<file path="config.mk">
export PLATFORM = sky130hd
export DESIGN_NAME = cycled_fan_ramp_controller_top
export DESIGN_NICKNAME = d
export VERILOG_FILES = /design/src/cfrc_pkg.sv /design/src/cycled_fan_ramp_controller_top.sv /design/src/cfrc_cfg_regs.sv /design/src/cfrc_ctrl.sv /design/src/cfrc_datapath.sv
export SDC_FILE = /design/constraint.sdc
export NUM_CORES = 1
export LEC_CHECK = 0
export BUFFER_PORTS_ARGS = -buffer_cell sky130_fd_sc_hd__buf_2
export CAP_MARGIN = 10
export CORE_MARGIN = 2
export CORE_UTILIZATION = 51
export CTS_CLUSTER_SIZE = 8
export DETAILED_ROUTE_END_ITERATION = 10
export GPL_TIMING_DRIVEN = 0
export HOLD_SLACK_MARGIN = 0.03
export PLACE_DENSITY = 0.77
export SKIP_LAST_GASP = 1
export SLEW_MARGIN = 20
export SYNTH_ARGS = -nofsm -noshare
export SYNTH_HDL_FRONTEND = slang
export SYNTH_SLANG_ARGS = --single-unit
</file>
<file path="constraint.sdc">
create_clock -name clk -period 7.9 [get_ports clk]
set_clock_uncertainty 0.2 [all_clocks]
set_input_delay 0.79 -clock clk [delete_from_list [all_inputs] [get_ports clk]]
set_output_delay 0.79 -clock clk [all_outputs]
set_load 0.02 [all_outputs]
</file>
<file path="src/cfrc_pkg.sv">
// shared types and constants for the cycled fan ramp controller
`default_nettype none

package cfrc_pkg;

  // register indexes on the configuration port
  localparam logic [2:0] CFG_MIN_SETPOINT   = 3'd0;
  localparam logic [2:0] CFG_MAX_SETPOINT   = 3'd1;
  localparam logic [2:0] CFG_FAN_MIN_DRIVE  = 3'd2;
  localparam logic [2:0] CFG_FAN_MAX_DRIVE  = 3'd3;
  localparam logic [2:0] CFG_RAMP_STEP      = 3'd4;
  localparam logic [2:0] CFG_ON_DURATION    = 3'd5;
  localparam logic [2:0] CFG_OFF_DURATION   = 3'd6;

  localparam int CFG_IDX_W  = 3;
  localparam int CFG_DATA_W = 16;

  // item kinds
  localparam logic KIND_TICK    = 1'b0;
  localparam logic KIND_CONTROL = 1'b1;

  // arithmetic widths
  localparam int MAG_W   = 15;  // magnitude of any scaled product
  localparam int PROD_W  = 17;  // signed product register
  localparam int RECIP_W = 17;  // reciprocal multiplier constant
  localparam int FULL_W  = 32;  // magnitude times reciprocal

  localparam int unsigned PCT_MAX           = 100;
  localparam int unsigned MILLIS_PER_SECOND = 1000;

  // divide by 99 through a rounded-up reciprocal, exact for MAG_W-bit numerators
  localparam int unsigned PWM_DIV   = 99;
  localparam int unsigned PWM_SHIFT = MAG_W + $clog2(PWM_DIV);
  localparam int unsigned PWM_RECIP = ((1 << PWM_SHIFT) + PWM_DIV - 1) / PWM_DIV;

  typedef struct packed {
    logic       kind;
    logic [7:0] knob_position;
  } item_t;

  typedef struct packed {
    logic [7:0]  pwm_value;
    logic [6:0]  output_percent;
    logic [6:0]  setpoint_percent;
    logic        cycle_enabled;
    logic [15:0] seconds_remaining;
  } result_t;

  typedef struct packed {
    logic [6:0]  min_setpoint;
    logic [6:0]  max_setpoint;
    logic [7:0]  fan_min_drive;
    logic [7:0]  fan_max_drive;
    logic [6:0]  ramp_step;
    logic [15:0] on_duration_sec;
    logic [15:0] off_duration_sec;
  } cfg_t;

  // datapath commands from the controller
  typedef struct packed {
    logic load_item;
    logic tick;
    logic knob_mul;
    logic knob_rec;
    logic knob_fin;
    logic ramp;
    logic pwm_mul;
    logic pwm_rec;
    logic out_load;
  } cmd_t;

endpackage

`default_nettype wire

</file>
<file path="src/cycled_fan_ramp_controller_top.sv">
// Cycled fan ramp controller. Each transfer on the input channel is either a
// one millisecond tick (kind 0) or a control step (kind 1) carrying a knob
// position, and each gives exactly one result transfer with the pwm byte,
// ramped output percent, setpoint percent, phase flag and seconds left in the
// phase. The controller walks one item at a time through the shared product
// register and reciprocal multiply stage (setpoint scaling for a control step,
// then pwm scaling), and takes no new item until the result is loaded. A
// finished result sits in the output register, so the next item is taken while
// it waits. Configuration must be written through the cfg port only while no
// item is in flight; the block itself does not enforce this. The port never
// pushes back.
`default_nettype none

module cycled_fan_ramp_controller_top #(
  parameter int KNOB_MIN = 0,
  parameter int KNOB_MAX = 24
) (
  input  wire                            clk,
  input  wire                            rst,
  input  wire                            in_valid,
  output logic                           in_stall,
  input  cfrc_pkg::item_t                in_data,
  output logic                           out_valid,
  input  wire                            out_stall,
  output cfrc_pkg::result_t              out_data,
  input  wire                            cfg_valid,
  output logic                           cfg_ready,
  input  wire [cfrc_pkg::CFG_IDX_W-1:0]  cfg_index,
  input  wire [cfrc_pkg::CFG_DATA_W-1:0] cfg_data
);
  import cfrc_pkg::*;

  cfg_t cfg;
  cmd_t cmd;

  // configuration registers
  cfrc_cfg_regs u_cfg (
    .clk       (clk),
    .rst       (rst),
    .cfg_valid (cfg_valid),
    .cfg_ready (cfg_ready),
    .cfg_index (cfg_index),
    .cfg_data  (cfg_data),
    .cfg       (cfg)
  );

  // sequencer
  cfrc_ctrl u_ctrl (
    .clk       (clk),
    .rst       (rst),
    .in_valid  (in_valid),
    .in_stall  (in_stall),
    .in_kind   (in_data.kind),
    .out_valid (out_valid),
    .out_stall (out_stall),
    .cmd       (cmd)
  );

  // datapath
  cfrc_datapath #(
    .KNOB_MIN (KNOB_MIN),
    .KNOB_MAX (KNOB_MAX)
  ) u_dp (
    .clk      (clk),
    .rst      (rst),
    .cmd      (cmd),
    .cfg      (cfg),
    .in_data  (in_data),
    .out_data (out_data)
  );

`ifndef NO_ASSERTIONS
  // ramped output stays within percent range
  a_output_range: assert property (@(posedge clk) disable iff (rst)
    out_valid |-> (out_data.output_percent <= 7'd100))
    else $error("output percent above 100");

  // setpoint stays within percent range
  a_setpoint_range: assert property (@(posedge clk) disable iff (rst)
    out_valid |-> (out_data.setpoint_percent <= 7'd100))
    else $error("setpoint percent above 100");

  // zero output drives zero pwm
  a_zero_pwm: assert property (@(posedge clk) disable iff (rst)
    (out_valid && (out_data.output_percent == 7'd0)) |-> (out_data.pwm_value == 8'd0))
    else $error("nonzero pwm at zero output");

  // the input closes in the cycle after a transfer while the item is worked on
  a_result_after_input: assert property (@(posedge clk) disable iff (rst)
    (in_valid && !in_stall) |=> in_stall)
    else $error("input taken while busy");
`endif

endmodule

`default_nettype wire

</file>
<file path="src/cfrc_cfg_regs.sv">
// configuration register file
`default_nettype none

module cfrc_cfg_regs (
  input  wire                           clk,
  input  wire                           rst,
  input  wire                           cfg_valid,
  output logic                          cfg_ready,
  input  wire [cfrc_pkg::CFG_IDX_W-1:0]  cfg_index,
  input  wire [cfrc_pkg::CFG_DATA_W-1:0] cfg_data,
  output cfrc_pkg::cfg_t                cfg
);
  import cfrc_pkg::*;

  // writes must only happen while idle, which the block does not enforce; the port is always open
  assign cfg_ready = 1'b1;

  // register writes, unknown indexes dropped
  always_ff @(posedge clk) begin
    if (rst) begin
      cfg.min_setpoint     <= 7'd0;
      cfg.max_setpoint     <= 7'd100;
      cfg.fan_min_drive    <= 8'd64;
      cfg.fan_max_drive    <= 8'd255;
      cfg.ramp_step        <= 7'd5;
      cfg.on_duration_sec  <= 16'd60;
      cfg.off_duration_sec <= 16'd60;
    end else if (cfg_valid && cfg_ready) begin
      case (cfg_index)
        CFG_MIN_SETPOINT:  cfg.min_setpoint     <= cfg_data[6:0];
        CFG_MAX_SETPOINT:  cfg.max_setpoint     <= cfg_data[6:0];
        CFG_FAN_MIN_DRIVE: cfg.fan_min_drive    <= cfg_data[7:0];
        CFG_FAN_MAX_DRIVE: cfg.fan_max_drive    <= cfg_data[7:0];
        CFG_RAMP_STEP:     cfg.ramp_step        <= cfg_data[6:0];
        CFG_ON_DURATION:   cfg.on_duration_sec  <= cfg_data;
        CFG_OFF_DURATION:  cfg.off_duration_sec <= cfg_data;
        default: ;
      endcase
    end
  end

endmodule

`default_nettype wire

</file>
<file path="src/cfrc_ctrl.sv">
// sequencing state machine and result handshake
`default_nettype none

module cfrc_ctrl (
  input  wire             clk,
  input  wire             rst,
  input  wire             in_valid,
  output logic            in_stall,
  input  wire             in_kind,
  output logic            out_valid,
  input  wire             out_stall,
  output cfrc_pkg::cmd_t  cmd
);
  import cfrc_pkg::*;

  localparam logic [3:0] S_IDLE = 4'd0;
  localparam logic [3:0] S_TICK = 4'd1;
  localparam logic [3:0] S_KMUL = 4'd2;
  localparam logic [3:0] S_KREC = 4'd3;
  localparam logic [3:0] S_KFIN = 4'd4;
  localparam logic [3:0] S_RAMP = 4'd5;
  localparam logic [3:0] S_PMUL = 4'd6;
  localparam logic [3:0] S_PREC = 4'd7;
  localparam logic [3:0] S_PFIN = 4'd8;

  logic [3:0] state;
  logic [3:0] state_next;
  logic       in_xfer;
  logic       out_free;

  assign in_stall = (state != S_IDLE);
  assign in_xfer  = in_valid && !in_stall;
  assign out_free = !out_valid || !out_stall;

  // next state and commands
  always_comb begin
    state_next = state;
    cmd        = '0;
    case (state)
      S_IDLE: begin
        if (in_xfer) begin
          cmd.load_item = 1'b1;
          state_next    = (in_kind == KIND_CONTROL) ? S_KMUL : S_TICK;
        end
      end
      S_TICK: begin
        cmd.tick   = 1'b1;
        state_next = S_PMUL;
      end
      S_KMUL: begin
        cmd.knob_mul = 1'b1;
        state_next   = S_KREC;
      end
      S_KREC: begin
        cmd.knob_rec = 1'b1;
        state_next   = S_KFIN;
      end
      S_KFIN: begin
        cmd.knob_fin = 1'b1;
        state_next   = S_RAMP;
      end
      S_RAMP: begin
        cmd.ramp   = 1'b1;
        state_next = S_PMUL;
      end
      S_PMUL: begin
        cmd.pwm_mul = 1'b1;
        state_next  = S_PREC;
      end
      S_PREC: begin
        cmd.pwm_rec = 1'b1;
        state_next  = S_PFIN;
      end
      S_PFIN: begin
        if (out_free) begin
          cmd.out_load = 1'b1;
          state_next   = S_IDLE;
        end
      end
      default: state_next = S_IDLE;
    endcase
  end

  // state and result valid
  always_ff @(posedge clk) begin
    if (rst) begin
      state     <= S_IDLE;
      out_valid <= 1'b0;
    end else begin
      state <= state_next;
      if (cmd.out_load) begin
        out_valid <= 1'b1;
      end else if (!out_stall) begin
        out_valid <= 1'b0;
      end
    end
  end

endmodule

`default_nettype wire

</file>
<file path="src/cfrc_datapath.sv">
// timer, setpoint mapping, ramp and pwm scaling datapath
`default_nettype none

module cfrc_datapath #(
  parameter int KNOB_MIN = 0,
  parameter int KNOB_MAX = 24
) (
  input  wire               clk,
  input  wire               rst,
  input  cfrc_pkg::cmd_t    cmd,
  input  cfrc_pkg::cfg_t    cfg,
  input  cfrc_pkg::item_t   in_data,
  output cfrc_pkg::result_t out_data
);
  import cfrc_pkg::*;

  localparam bit SpanOk    = (KNOB_MAX > KNOB_MIN);
  localparam int KnobSpan  = SpanOk ? (KNOB_MAX - KNOB_MIN) : 1;
  localparam int KnobShift = MAG_W + $clog2(KnobSpan);
  localparam int KnobRecip = ((1 << KnobShift) + KnobSpan - 1) / KnobSpan;
  localparam logic [7:0] KnobLo = 8'(KNOB_MIN);
  localparam logic [7:0] KnobHi = 8'(KNOB_MAX);

  // block state
  logic        cycle_on;
  logic [6:0]  setpoint_reg;
  logic [6:0]  output_reg;
  logic [9:0]  millis_in_second;
  logic [15:0] seconds_elapsed;

  // working registers
  logic [7:0]               knob;
  logic signed [PROD_W-1:0] prod;
  logic [MAG_W-1:0]         quo;
  logic                     neg;

  // combinational helpers
  logic [7:0]               knob_clamped;
  logic [7:0]               knob_ofs;
  logic signed [7:0]        span_diff;
  logic signed [8:0]        drive_diff;
  logic [6:0]               out_m1;
  logic signed [PROD_W-1:0] knob_prod;
  logic signed [PROD_W-1:0] pwm_prod;
  logic [PROD_W-1:0]        mag;
  logic [RECIP_W-1:0]       rec_m;
  logic [FULL_W-1:0]        rec_full;
  logic [MAG_W-1:0]         quo_next;
  logic signed [PROD_W-1:0] quo_s;
  logic signed [PROD_W-1:0] sp_sum;
  logic [6:0]               sp_new;
  logic signed [PROD_W-1:0] pw_sum;
  logic [7:0]               pwm_new;
  logic [8:0]               o_plus;
  logic [8:0]               s_plus;
  logic [6:0]               ramp_new;
  logic [9:0]               ms_next;
  logic [15:0]              sec_next;
  logic [15:0]              dur_tick;
  logic [15:0]              dur_now;
  logic [15:0]              sec_rem;

  // knob clamp and span product
  always_comb begin
    if (knob < KnobLo) begin
      knob_clamped = KnobLo;
    end else if (knob > KnobHi) begin
      knob_clamped = KnobHi;
    end else begin
      knob_clamped = knob;
    end
    knob_ofs  = knob_clamped - KnobLo;
    span_diff = $signed({1'b0, cfg.max_setpoint}) - $signed({1'b0, cfg.min_setpoint});
    knob_prod = PROD_W'(signed'({1'b0, knob_ofs})) * PROD_W'(span_diff);
  end

  // drive span product
  always_comb begin
    out_m1     = output_reg - 7'd1;
    drive_diff = $signed({1'b0, cfg.fan_max_drive}) - $signed({1'b0, cfg.fan_min_drive});
    pwm_prod   = PROD_W'(signed'({1'b0, out_m1})) * PROD_W'(drive_diff);
  end

  // magnitude times reciprocal, shared by both divides
  always_comb begin
    mag      = prod[PROD_W-1] ? PROD_W'(-prod) : PROD_W'(prod);
    rec_m    = cmd.knob_rec ? RECIP_W'(KnobRecip) : RECIP_W'(PWM_RECIP);
    rec_full = FULL_W'(mag[MAG_W-1:0]) * FULL_W'(rec_m);
    quo_next = cmd.knob_rec ? MAG_W'(rec_full >> KnobShift) : MAG_W'(rec_full >> PWM_SHIFT);
  end

  // signed quotient, truncated toward zero
  assign quo_s = neg ? -$signed({2'b00, quo}) : $signed({2'b00, quo});

  // setpoint offset and clamp
  always_comb begin
    if (SpanOk) begin
      sp_sum = quo_s + $signed({10'd0, cfg.min_setpoint});
    end else begin
      sp_sum = $signed({10'd0, cfg.min_setpoint});
    end
    if (sp_sum[PROD_W-1]) begin
      sp_new = 7'd0;
    end else if (sp_sum > $signed(PROD_W'(PCT_MAX))) begin
      sp_new = 7'(PCT_MAX);
    end else begin
      sp_new = sp_sum[6:0];
    end
  end

  // pwm offset and clamp
  always_comb begin
    pw_sum = quo_s + $signed({9'd0, cfg.fan_min_drive});
    if (output_reg == 7'd0) begin
      pwm_new = 8'd0;
    end else if (pw_sum[PROD_W-1]) begin
      pwm_new = 8'd0;
    end else if (pw_sum > $signed(PROD_W'(255))) begin
      pwm_new = 8'd255;
    end else begin
      pwm_new = pw_sum[7:0];
    end
  end

  // slew toward setpoint, or down toward zero in the off phase
  always_comb begin
    o_plus = {2'b00, output_reg} + {2'b00, cfg.ramp_step};
    s_plus = {2'b00, setpoint_reg} + {2'b00, cfg.ramp_step};
    if (cycle_on) begin
      if ((o_plus >= {2'b00, setpoint_reg}) && ({2'b00, output_reg} <= s_plus)) begin
        ramp_new = setpoint_reg;
      end else if (output_reg < setpoint_reg) begin
        ramp_new = output_reg + cfg.ramp_step;
      end else begin
        ramp_new = output_reg - cfg.ramp_step;
      end
    end else begin
      if ({1'b0, output_reg} <= cfg.fan_min_drive) begin
        ramp_new = 7'd0;
      end else if (output_reg <= cfg.ramp_step) begin
        ramp_new = 7'd0;
      end else begin
        ramp_new = output_reg - cfg.ramp_step;
      end
    end
  end

  // millisecond and second counters
  always_comb begin
    if ({1'b0, millis_in_second} == 11'(MILLIS_PER_SECOND - 1)) begin
      ms_next  = 10'd0;
      sec_next = (seconds_elapsed == 16'hFFFF) ? seconds_elapsed : seconds_elapsed + 16'd1;
    end else begin
      ms_next  = millis_in_second + 10'd1;
      sec_next = seconds_elapsed;
    end
    dur_tick = cycle_on ? cfg.on_duration_sec : cfg.off_duration_sec;
  end

  // time left in the current phase
  always_comb begin
    dur_now = cycle_on ? cfg.on_duration_sec : cfg.off_duration_sec;
    sec_rem = (dur_now > seconds_elapsed) ? dur_now - seconds_elapsed : 16'd0;
  end

  // block state registers
  always_ff @(posedge clk) begin
    if (rst) begin
      cycle_on         <= 1'b1;
      setpoint_reg     <= 7'd0;
      output_reg       <= 7'd0;
      millis_in_second <= 10'd0;
      seconds_elapsed  <= 16'd0;
    end else begin
      if (cmd.tick) begin
        if (sec_next >= dur_tick) begin
          cycle_on         <= !cycle_on;
          millis_in_second <= 10'd0;
          seconds_elapsed  <= 16'd0;
        end else begin
          millis_in_second <= ms_next;
          seconds_elapsed  <= sec_next;
        end
      end
      if (cmd.knob_fin) begin
        setpoint_reg <= sp_new;
      end
      if (cmd.ramp) begin
        output_reg <= ramp_new;
      end
    end
  end

  // working registers and result payload
  always_ff @(posedge clk) begin
    if (cmd.load_item) begin
      knob <= in_data.knob_position;
    end
    if (cmd.knob_mul) begin
      prod <= knob_prod;
    end else if (cmd.pwm_mul) begin
      prod <= pwm_prod;
    end
    if (cmd.knob_rec || cmd.pwm_rec) begin
      quo <= quo_next;
      neg <= prod[PROD_W-1];
    end
    if (cmd.out_load) begin
      out_data.pwm_value         <= pwm_new;
      out_data.output_percent    <= output_reg;
      out_data.setpoint_percent  <= setpoint_reg;
      out_data.cycle_enabled     <= cycle_on;
      out_data.seconds_remaining <= sec_rem;
    end
  end

endmodule

`default_nettype wire

</file>
==> results.sh <==
export IMPL_status="complete, no violations"
export IMPL_postSynthAreaPerCell_sq_um=8.89
export IMPL_finalNetCount=3195
export IMPL_io_buffers=72
export IMPL_drv_slew=0
export IMPL_hold_path_class="register to register"
export IMPL_drv_cap=0
export IMPL_timing_final_crit_period_ps=7850
export IMPL_rsz0062_at_grt="yes"
export IMPL_hold_ws_ps=252
export IMPL_critPathLaunchType="register"
export IMPL_fmax_ghz=0.127
export IMPL_final_cells=3241
export IMPL_area_growth_pct=10.5
export IMPL_final_common_cell="inv_1"
export IMPL_ff2ff_path_depth=23
export IMPL_maxSlewHeadroom_pct=27.4
export IMPL_die_area_sq_um=45200
export IMPL_clock_sinks=190
export IMPL_path_buf_inv=3
export IMPL_required_ps=7970
export IMPL_via_per_inst=5.69
export IMPL_clockBufferDepth=2
export IMPL_crit_family="adder cells"
export IMPL_ctsHoldBuffers=0
export IMPL_cts_buffers=17
export IMPL_antenna_cells=0
export IMPL_r2r_end="u_dp.quo[1]"
export IMPL_holdCritStartpoint="u_dp.cycle_on"
export IMPL_grt_ovfl_total=0
export IMPL_met3WireLength_microns=3530
export IMPL_grt_pass1_wl_microns=92000
export IMPL_synth_top_cell_area_share_pct=18.6
export IMPL_die_h_microns=213
export IMPL_end_kind="register"
export IMPL_yosysWarnings=0
export IMPL_hpwlAfterDp_microns=45500
export IMPL_syn_cell_area_sq_um=22200
export IMPL_fin_crit_sh_pct=99.3
export IMPL_largest_register="u_cfg.cfg"
export IMPL_largest_register_ffs=69
export IMPL_wl_met2_microns=27300
export IMPL_rr_startpoint="u_dp.prod[11]"
export IMPL_crit_chain="nor4_1 -> a41oi_1 -> xnor2_2 -> buf_4 -> inv_1 -> and3_4 -> nor2_1 -> ha_1 -> or2_2 -> fa_1 -> fa_1 -> fa_1 -> fa_1 -> fa_1 -> ha_4 -> nand3_1 -> o22ai_1 -> o41ai_2 -> buf_4 -> a31oi_2 -> or2_2 -> a311o_1 -> nor3_2"
export IMPL_layout_drive_gt1_share_pct=8.25
export IMPL_synth_area_leader_cell="fa_1"
export IMPL_wl_per_cell_microns=17.5
export IMPL_antenna_found_initial=0
export IMPL_start_util_pct=51.7
export IMPL_grt_max_degree=23
export IMPL_yosys_cell_types_count=81
export IMPL_wirelength_microns=56700
export IMPL_synthTopCellsByArea="fa_1 (19%), ha_1 (18%), dfxtp_1 (10%), edfxtp_1 (10%), inv_1 (6.4%)"
export IMPL_critPathSlowestCell="fa_1"
export IMPL_reg_top3="u_cfg.cfg x69, u_dp.out_data x39"
export IMPL_drt_initial_drc_count=1548
export IMPL_yosys_most_used_dff="dfxtp_1"
export IMPL_first_global_vias=18574
export IMPL_critPathMaxFanout=6
export IMPL_clock_latency_ps=460
export IMPL_pin_count=75
export IMPL_layout_common_cells="inv_1 (374), ha_1 (312), nor2_1 (208), fa_1 (206), nand2_1 (195)"
export IMPL_cp_arrival_ps=7920
export IMPL_slowest_delay_ps=640
export IMPL_via_count=18450
export IMPL_yosys_register_bits=190
export IMPL_grtUsageTotal_pct=25.7
export IMPL_synth_edf_count=75
export IMPL_rows=76
export IMPL_clk_pin_slew_ps=70
export IMPL_core_sq_um=43000
export IMPL_setup_viol=0
export IMPL_crit_type="register to register"
export IMPL_hold_path_cell_count=0
export IMPL_crit_top_cell="fa_1"
export IMPL_yosysSeqAreaShare_pct=20.5
export IMPL_place_gp_congestion=0.925
export IMPL_die_w_microns=213
export IMPL_r2r_setup_slack_ps=50
export IMPL_hold_violations=0
export IMPL_drc=0
export IMPL_synth_cells=2499
export IMPL_ant_nets=0
export IMPL_dr_pass1_iters=5
export IMPL_routed_top_layer="met4"
export IMPL_cts_max_level=4
export IMPL_root_buffer="clkbuf_16"
export IMPL_wirelength_met1_microns=24100
export IMPL_dp_cells=3183
export IMPL_async_flop_share_pct=0
export IMPL_worstMarginPinSlew_ps=1080
export IMPL_holdPathEnd="u_dp.out_data[16]"
export IMPL_cts_tree="done"
## worst reg2reg max path, cell delays in order, from the launching register on
cell	delay [ps]
edfxtp_1	500
nor4_1	450
a41oi_1	270
xnor2_2	200
buf_4	180
inv_1	160
and3_4	240
nor2_1	70
ha_1	170
or2_2	330
fa_1	540
fa_1	530
fa_1	530
fa_1	530
fa_1	640
ha_4	240
nand3_1	140
o22ai_1	140
o41ai_2	340
buf_4	200
a31oi_2	140
or2_2	320
a311o_1	390
nor3_2	250
## cell families after synthesis
kind of cell               synth area share, %
xor gates and xnor gates                  4.54
and+or+nand+nor                           15.4
muxes                                     2.23
DFF                                       20.5
AOI/OAI and AO/OA                         13.5
adders and majority gates                 36.2
buffers and inverters                     7.64
other                                   0.0338
## how the worst max path moves through the flow
stage | start | end | slack, ps | cells past startpoint
floorplan | u_dp.prod[5] | u_dp.quo[10] | 60 | 23
global placement | u_dp.prod[4] | u_dp.quo[10] | -910 | 23
detailed placement | u_dp.prod[5] | u_dp.quo[10] | -1030 | 23
CTS | u_dp.prod[2] | u_dp.quo[10] | 0.02 | 24
global route | u_dp.prod[9] | u_dp.quo[1] | -150 | 23
finish | u_dp.prod[11] | u_dp.quo[1] | 50 | 23
## cell type report
| cell class | count | area [sq um] |
|---|---|---|
| multi-input combinational | 1886 | 16300 |
| inverter | 376 | 1410 |
| fill | 3755 | 18500 |
| tap | 585 | 732 |
| clock inverter | 12 | 95.1 |
| sequential | 190 | 4560 |
| buffer | 69 | 288 |
| clock buffer | 20 | 468 |
| timing repair buffer | 103 | 633 |
## cells in the mapped netlist, types with 46 or more instances
master      n
xnor2_1    77
nor2b_1    46
fa_1      206
inv_1     376
nand2_1   197
clkbuf_1   64
ha_1      313
edfxtp_1   75
a21oi_1   156
dfxtp_1   115
nor2_1    209
o21ai_0    91
## what timing repair did
item | 4_1_cts | 5_1_grt
setup endpoints to repair | 11 | 11
gates resized for setup | 33 | 34
gates cloned | 0 | 0
buffers inserted | 11 | 18
pin swaps | 6 | 13
## per-stage QoR
stage	cell area [sq um]	utilization, %	worst slack, ps	TNS, ps
after CTS	24300	56.5	0.0151	0
after floorplan	22300	-	61.2	0
final	24500	57.1	54.3	0
after global routing	24500	57.1	-150	-539
after detailed placement	23500	54.6	-1030	-8520
after global placement	23400	54.4	-913	-7430
## metal layers
metal	vias to the layer above	GRT usage, %
li1	8723	-
met2	610	43.2
met1	8982	33.5
met5	-	0
met4	0	8.58
met3	135	4.59
Power is left out: the tool's default activity adds up to more than one toggle a clock period on the data nets, which glitch-free logic cannot reach.
